$ cat src/rtl/spsob_pkg.sv
// Package: payload structs, constants and divide helpers for the subtitle blend unit.
`default_nettype none
package spsob_pkg;

  localparam int unsigned MaxCanvasDim = 4096;
  localparam int unsigned DimW = 13;
  localparam int unsigned NumW = 17;
  localparam int unsigned QuoW = 10;

  localparam logic [0:0] CfgIdxWidth  = 1'b0;
  localparam logic [0:0] CfgIdxHeight = 1'b1;

  typedef struct packed {
    logic signed [15:0] pos_x;
    logic signed [15:0] pos_y;
    logic [7:0]         coverage;
    logic [31:0]        source_color;
    logic [31:0]        dest_pixel;
  } req_t;

  typedef struct packed {
    logic        write_enable;
    logic [23:0] pixel_index;
    logic [31:0] new_pixel;
  } res_t;

  // Per-channel work carried along the divider row.
  typedef struct packed {
    logic [NumW-1:0] rem;
    logic [QuoW-1:0] quo;
  } lane_t;

  // Divide a value of at most 255*255 by 255 exactly.
  function automatic logic [7:0] div255(input logic [15:0] v);
    logic [16:0] t;
    t = {1'b0, v} + 17'd1 + {9'd0, v[15:8]};
    return t[15:8];
  endfunction

endpackage
`default_nettype wire

$ cat src/rtl/spsob_div_cell.sv
// Divider cell: one restoring quotient bit for three color lanes, then hand on.
`default_nettype none
module spsob_div_cell #(
  parameter int unsigned Bit = 0
) (
  input  wire logic                      clk_i,
  input  wire logic                      rst_ni,
  input  wire logic                      vld_i,
  input  wire logic [7:0]                oa_i,
  input  wire spsob_pkg::lane_t [2:0]    lane_i,
  input  wire logic [31:0]               side_i,
  input  wire logic                      we_i,
  input  wire logic [23:0]               idx_i,
  output logic                           vld_o,
  output logic [7:0]                     oa_o,
  output spsob_pkg::lane_t [2:0]         lane_o,
  output logic [31:0]                    side_o,
  output logic                           we_o,
  output logic [23:0]                    idx_o
);

  spsob_pkg::lane_t [2:0] lane_d, lane_q;
  logic [7:0]  oa_q;
  logic [31:0] side_q;
  logic        we_q, vld_q;
  logic [23:0] idx_q;

  // Try subtracting the shifted divisor from each lane remainder.
  always_comb begin
    logic [spsob_pkg::NumW+spsob_pkg::QuoW-1:0] dsh;
    dsh = {{(spsob_pkg::NumW+spsob_pkg::QuoW-8){1'b0}}, oa_i} << Bit;
    for (int l = 0; l < 3; l++) begin
      lane_d[l] = lane_i[l];
      if ({{spsob_pkg::QuoW{1'b0}}, lane_i[l].rem} >= dsh) begin
        lane_d[l].rem = lane_i[l].rem - dsh[spsob_pkg::NumW-1:0];
        lane_d[l].quo[Bit] = 1'b1;
      end
    end
  end

  // Advance payload every cycle.
  always_ff @(posedge clk_i) begin
    lane_q <= lane_d;
    oa_q   <= oa_i;
    side_q <= side_i;
    we_q   <= we_i;
    idx_q  <= idx_i;
  end

  // Advance the request strobe; drop it at reset.
  always_ff @(posedge clk_i or negedge rst_ni) begin
    if (!rst_ni) vld_q <= 1'b0;
    else         vld_q <= vld_i;
  end

  assign vld_o  = vld_q;
  assign oa_o   = oa_q;
  assign lane_o = lane_q;
  assign side_o = side_q;
  assign we_o   = we_q;
  assign idx_o  = idx_q;

endmodule
`default_nettype wire

$ cat src/rtl/subtitle_pixel_src_over_blend_unit.sv
// Top level: clip, alpha and numerator stages feeding a row of divider cells.
//
// Usage: raise start with req_i for one cycle; busy is always low, so a
// request is taken on every cycle start is high. Each request yields exactly
// one result on res_o, marked by done_o for one cycle; the receiver cannot
// stall it. Throughput is one request per clock. A row of ten divider cells,
// one quotient bit each, divides the three color numerators by the result
// alpha; three stages in front compute clipping, the effective alpha, the
// destination term and the pixel index.
// Configuration: cfg_valid_i/cfg_ready_o with cfg_index_i and cfg_data_i;
// index 0 is canvas width, index 1 canvas height, other indexes are ignored.
// cfg_ready_o is always high. Reset clears both registers to zero (which
// clips every pixel) and drops all in-flight strobes.
`default_nettype none
module subtitle_pixel_src_over_blend_unit #(
  parameter int unsigned MaxCanvasDim = spsob_pkg::MaxCanvasDim
) (
  input  wire logic              clk_i,
  input  wire logic              rst_ni,
  input  wire logic              start,
  output logic                   busy,
  input  wire spsob_pkg::req_t   req_i,
  output logic                   done_o,
  output spsob_pkg::res_t        res_o,
  input  wire logic              cfg_valid_i,
  output logic                   cfg_ready_o,
  input  wire logic              cfg_index_i,
  input  wire logic [12:0]       cfg_data_i
);

  localparam int unsigned QuoW = spsob_pkg::QuoW;

  logic [12:0] wid_q, hgt_q;
  logic [2:0]  vld_q;

  assign busy = 1'b0;
  assign cfg_ready_o = 1'b1;

  // Hold configuration registers.
  always_ff @(posedge clk_i or negedge rst_ni) begin
    if (!rst_ni) begin
      wid_q <= '0;
      hgt_q <= '0;
    end else if (cfg_valid_i) begin
      if (cfg_index_i == spsob_pkg::CfgIdxWidth) wid_q <= cfg_data_i;
      else                                      hgt_q <= cfg_data_i;
    end
  end

  logic [12:0] w_eff, h_eff;
  assign w_eff = ({2'b00, wid_q} > 15'(MaxCanvasDim)) ? 13'(MaxCanvasDim) : wid_q;
  assign h_eff = ({2'b00, hgt_q} > 15'(MaxCanvasDim)) ? 13'(MaxCanvasDim) : hgt_q;

  // Stage 1: clip, cov*(255-inv).
  logic        on1_q;
  logic [15:0] cf1_q;
  logic [15:0] px1_q, py1_q;
  logic [31:0] col1_q, dst1_q;
  logic [12:0] w1_q;
  logic        on1_d;
  assign on1_d = !req_i.pos_x[15] && !req_i.pos_y[15] &&
                 (req_i.pos_x < $signed({3'b0, w_eff})) &&
                 (req_i.pos_y < $signed({3'b0, h_eff})) && (req_i.coverage != 8'd0);
  always_ff @(posedge clk_i) begin
    on1_q  <= on1_d;
    cf1_q  <= req_i.coverage * (8'd255 - req_i.source_color[7:0]);
    px1_q  <= req_i.pos_x;
    py1_q  <= req_i.pos_y;
    col1_q <= req_i.source_color;
    dst1_q <= req_i.dest_pixel;
    w1_q   <= w_eff;
  end

  // Stage 2: fa, da*ia, index.
  logic [7:0]  fa2_q;
  logic [15:0] dai2_q;
  logic        we2_q;
  logic [23:0] idx2_q;
  logic [31:0] col2_q, dst2_q;
  logic [7:0]  fa1;
  assign fa1 = spsob_pkg::div255(cf1_q);
  always_ff @(posedge clk_i) begin
    fa2_q  <= fa1;
    dai2_q <= dst1_q[31:24] * (8'd255 - fa1);
    we2_q  <= on1_q && (fa1 != 8'd0);
    idx2_q <= {8'd0, py1_q} * {11'd0, w1_q} + {8'd0, px1_q};
    col2_q <= col1_q;
    dst2_q <= dst1_q;
  end

  // src*fa and dst*da*ia/255 per channel; the latter by reciprocal, then one fix-up step.
  logic [15:0] scterm [3];
  logic [16:0] dcterm [3];
  always_comb begin
    for (int l = 0; l < 3; l++) begin
      logic [23:0] p;
      logic [47:0] m;
      scterm[l] = col2_q[31-8*l -: 8] * fa2_q;
      p = dst2_q[23-8*l -: 8] * dai2_q;
      m = p * 48'd65793;
      dcterm[l] = m[40:24];
      if ((25'(dcterm[l]) + 25'd1) * 25'd255 <= 25'(p)) dcterm[l] = dcterm[l] + 17'd1;
    end
  end

  // Stage 3: result alpha and channel numerators.
  logic [7:0] dai255;
  assign dai255 = spsob_pkg::div255(dai2_q);
  logic [7:0] oa3_q;
  spsob_pkg::lane_t [2:0] ln3_q;
  logic [31:0] dst3_q;
  logic        we3_q;
  logic [23:0] idx3_q;
  always_ff @(posedge clk_i) begin
    oa3_q <= fa2_q + dai255;
    for (int l = 0; l < 3; l++) begin
      ln3_q[l].rem <= {1'b0, scterm[l]} + dcterm[l];
      ln3_q[l].quo <= '0;
    end
    dst3_q <= dst2_q;
    we3_q  <= we2_q;
    idx3_q <= idx2_q;
  end

  // Divider row.
  logic                   cv [QuoW+1];
  logic [7:0]             coa [QuoW+1];
  spsob_pkg::lane_t [2:0] cln [QuoW+1];
  logic [31:0]            csd [QuoW+1];
  logic                   cwe [QuoW+1];
  logic [23:0]            cix [QuoW+1];

  // Track request strobes through the front stages.
  always_ff @(posedge clk_i or negedge rst_ni) begin
    if (!rst_ni) vld_q <= '0;
    else         vld_q <= {vld_q[1:0], start};
  end

  assign cv[0]  = vld_q[2];
  assign coa[0] = oa3_q;
  assign cln[0] = ln3_q;
  assign csd[0] = dst3_q;
  assign cwe[0] = we3_q;
  assign cix[0] = idx3_q;

  for (genvar g = 0; g < QuoW; g++) begin : g_cell
    spsob_div_cell #(.Bit(QuoW-1-g)) u_cell (
      .clk_i  (clk_i),  .rst_ni (rst_ni),
      .vld_i  (cv[g]),  .oa_i (coa[g]), .lane_i (cln[g]), .side_i (csd[g]),
      .we_i   (cwe[g]), .idx_i (cix[g]),
      .vld_o  (cv[g+1]), .oa_o (coa[g+1]), .lane_o (cln[g+1]), .side_o (csd[g+1]),
      .we_o   (cwe[g+1]), .idx_o (cix[g+1])
    );
  end

  // Drive result.
  assign done_o = cv[QuoW];
  always_comb begin
    res_o.write_enable = cwe[QuoW];
    res_o.pixel_index  = cwe[QuoW] ? cix[QuoW] : 24'd0;
    res_o.new_pixel    = cwe[QuoW] ?
      {coa[QuoW], cln[QuoW][0].quo[7:0], cln[QuoW][1].quo[7:0], cln[QuoW][2].quo[7:0]} :
      csd[QuoW];
  end

  a_busy: assert property (@(posedge clk_i) disable iff (!rst_ni) !busy)
    else $error("busy raised");
  a_lat: assert property (@(posedge clk_i) disable iff (!rst_ni)
    done_o |-> $past(vld_q[2], QuoW)) else $error("strobe without request");

endmodule
`default_nettype wire

$ cat config.mk
export PLATFORM = sky130hd
export DESIGN_NAME = subtitle_pixel_src_over_blend_unit
export DESIGN_NICKNAME = d
export VERILOG_FILES = /design/src/rtl/spsob_pkg.sv /design/src/rtl/spsob_div_cell.sv /design/src/rtl/subtitle_pixel_src_over_blend_unit.sv
export SDC_FILE = /design/constraint.sdc
export NUM_CORES = 2
export LEC_CHECK = 0
export ABC_AREA = 1
export BUFFER_PORTS_ARGS = -buffer_cell sky130_fd_sc_hd__clkbuf_2
export CAP_MARGIN = 25
export CORE_ASPECT_RATIO = 0.9
export CORE_MARGIN = 5
export CORE_UTILIZATION = 50
export DETAILED_ROUTE_END_ITERATION = 10
export GPL_TIMING_DRIVEN = 0
export PLACE_DENSITY = 0.66
export RECOVER_POWER = 25
export SETUP_SLACK_MARGIN = 0.4
export SYNTH_ARGS = -nofsm -noshare
export SYNTH_HDL_FRONTEND = slang
export SYNTH_SLANG_ARGS = --single-unit
$ cat constraint.sdc
create_clock -name clk_i -period 24 [get_ports clk_i]
set_input_delay 2.4 -clock clk_i [delete_from_list [all_inputs] [get_ports clk_i]]
set_output_delay 2.4 -clock clk_i [all_outputs]
set_load 0.03 [all_outputs]
==> metrics.md <==
| Metric | Value |
|---|---|
| Status | completed |
| Crit path kind | reg2reg |
| Worst reg2reg startpoint | dai2_q[9] |
| Cts bufs inserted | 158 |
| RSZ-0062 raised after global routing | no |
| Placer Congestion | 0.951 |
| Clk buf depth | 3 |
| Worst-path clk slew | 0.06 ns |
| DR WL/cell | 17.6 microns |
| DRT antenna net count | 0 |
| Via count | 75,144 |
| Worst-Margin Slew | 1.09 ns |
| Post-CTS setup buffers | 0 |
| Post-Syn Area | 101,000 sq um |
| Post-synth ARST share | 2.45% |
| Final HPWL DP | 220,000 microns |
| Setup TNS | 0 ns |
| Max Slew Vio Count | 0 |
| Vias in the first global route | 77,002 |
| Setup crit end kind | register |
| CP dominant cell by count | inv_1 |
| Flops & latches, synth | 1,595 |
| Remaining DRCs | 0 |
| Final net count | 14,242 |
| Crit path required time | 24.52 ns |
| Hold depth | 0 |
| Tcrit/Tclk final | 89.9% |
| Vias/cell | 5.04 |
| DIE AREA | 212,000 sq um |
| 1st-iter DRT viols | 4,780 |
| CTS sink count | 1,595 |
| R2r setup slk | 2.42 ns |
| H-Tree Depth | 4 |
| DIE WIDTH | 485 microns |
| Core Box Area | 201,000 sq um |
| Area Growth Syn to Fin | 9.85% |
| Worst skew pair latency | 0.82 ns |
| Worst stage delay on the critical path | 0.74 ns |
| Total GRT Usage | 24.8% |
| Root buf cell | clkbuf_16 |
| Port buffer count | 177 |
| Avg Cell Area, Syn | 8.64 sq um |
| Resized Gates After CTS | 0 |
| Final WS setup | 2.42 ns |
| Placed Cells | 14,619 |
| Worst path arrival time | 22.10 ns |
| Ys Warns | 0 |
| Startpoint Class | register |
| Buf/Inv on CP | 18 |
| Starting density of the core | 50.4% |
| Slew Limit Headroom | 26.8% |
| Hold Worst Slack | 0.268 ns |
| Number of synthesized flops with an enable pin | 0 |
| Std-Cell Rows | 156 |
| Pin count of the biggest net entering global routing | 40 |
| Cells after synthesis | 11,729 |
| Commonest non-fill, non-tap cells in the layout | 2,513 x inv_1, 2,237 x nand2_1, 1,556 x dfxtp_1, 1,125 x ha_1, 902 x fa_1 |
| Hold_sp | g_cell[6].u_cell.we_o |
| Initial antenna violation count | 18 |
| Synth unique cells | 76 |
| Final wirelength | 263,000 microns |
| Max-cap viol count | 0 |
| Total global routing overflow | 0 |
| Clock skew | 0.0655 ns |
| Type of the worst min-delay path | reg2reg |
| Pre-CTS setup slack | 2.72 ns |
| Hold EP | g_cell[7].u_cell.we_o |
| CP max FO | 10 |
| Seq/Total Area, Yosys | 31.7% |
| Endpoints failing setup | 0 |
| Top FF cell, synth | dfxtp_1 |
| Post-route insts no fill | 14,917 |
| Global-route wire length before repair | 418,000 microns |
| Drt pass-1 iters | 6 |
| Die height | 437 microns |
| Fraction of layout cells with a size suffix above 1 | 5.10% |
| R2R depth | 82 |
| CTS tree | yes |
| Hold_buf cts | 0 |
| Fin crit period | 21.58 ns |
| Reg-to-Reg End | cln[863] |
| Commonest non-fill, non-tap cell in the layout | inv_1 |
| Hold Vio Cnt, Final | 0 |
| Achievable Freq | 46.3 MHz |
| CP max stage cell | xor2_1 |
| CP top delay family | adder cells |
| I/O pins | 182 |
## kinds of logic after synthesis
family                     Yosys count  synth area share, %
other                                2              0.00741
and+or+nand+nor                   3539                 14.4
xor gates and xnor gates           536                 4.80
muxes                               33                0.367
DFF                               1595                 31.7
adders and majority gates         2027                 31.7
buffers and inverters             2753                 10.2
AOI/OAI and AO/OA                 1244                 6.81
## area by class of cell
class	count	area, sq um
Buffer	223	891
Sequential cell	1595	32100
Timing Repair Buffer	183	958
Multi-Input combinational cell	7402	58900
Clock buffer	208	4450
Inverter	2530	9500
Clock inverter	85	1120
Antenna cell	5	12.5
Fill cell	18317	89900
Tap cell	2686	3360
## registers in the layout, summed over array words and instances, names as in the netlist, 32 cells and up
name,count
dst1_q,32
g_cell.u_cell.lane_o,567
g_cell.u_cell.idx_o,240
cln,51
dst2_q,32
g_cell.u_cell.side_o,320
g_cell.u_cell.oa_o,80
dst3_q,32
## per-layer routing
layer  routed length [microns]  GRT usage (%)
met1                    120000           34.4
met2                    119000           40.4
met3                     15800           3.59
met4                      8450           7.50
met5                        34              0
## stage by stage
| stage | area [sq um] | utilization, % |
|---|---|---|
| floorplan | 101000 | - |
| global placement | 106000 | 52.5 |
| detailed placement | 106000 | 52.6 |
| CTS | 111000 | 55.3 |
| global route | 111000 | 55.3 |
| finish | 111000 | 55.3 |
## how the worst max path moves through the flow
stage	from	to	slack (ns)	cells past startpoint
after floorplan	dst2_q[18]	cln[836]	7.18	87
after global placement	dai2_q[9]	cln[863]	2.91	81
after detailed placement	dai2_q[9]	cln[863]	2.72	83
after CTS	dai2_q[9]	cln[863]	2.64	83
after global routing	dai2_q[9]	cln[863]	1.22	83
final	dai2_q[9]	cln[863]	2.42	82
## synthesized netlist by cell type, types with 17 or more instances
library cell | n | area (sq um)
nor2_1 | 689 | 2590
nor4_1 | 60 | 375
o21ai_0 | 395 | 1980
inv_1 | 2513 | 9430
o21bai_1 | 51 | 383
a21boi_0 | 18 | 135
o211ai_1 | 17 | 128
clkbuf_1 | 196 | 736
a21o_1 | 36 | 270
a31oi_1 | 28 | 175
nand2_1 | 2237 | 8400
ha_1 | 1125 | 14100
xnor2_1 | 194 | 1700
a21oi_1 | 561 | 2810
o21ai_1 | 39 | 195
fa_1 | 902 | 18100
a211oi_1 | 20 | 150
dfxtp_1 | 1556 | 31100
nand4_1 | 123 | 769
nand3_1 | 240 | 1200
xor2_1 | 322 | 2820
nor3_1 | 81 | 405
dfrtp_1 | 39 | 976
mux2_2 | 33 | 372
nand3b_1 | 18 | 135
Power is not shown: default switching activity piles up to over one toggle a cycle in this logic, so the estimate is an artifact.
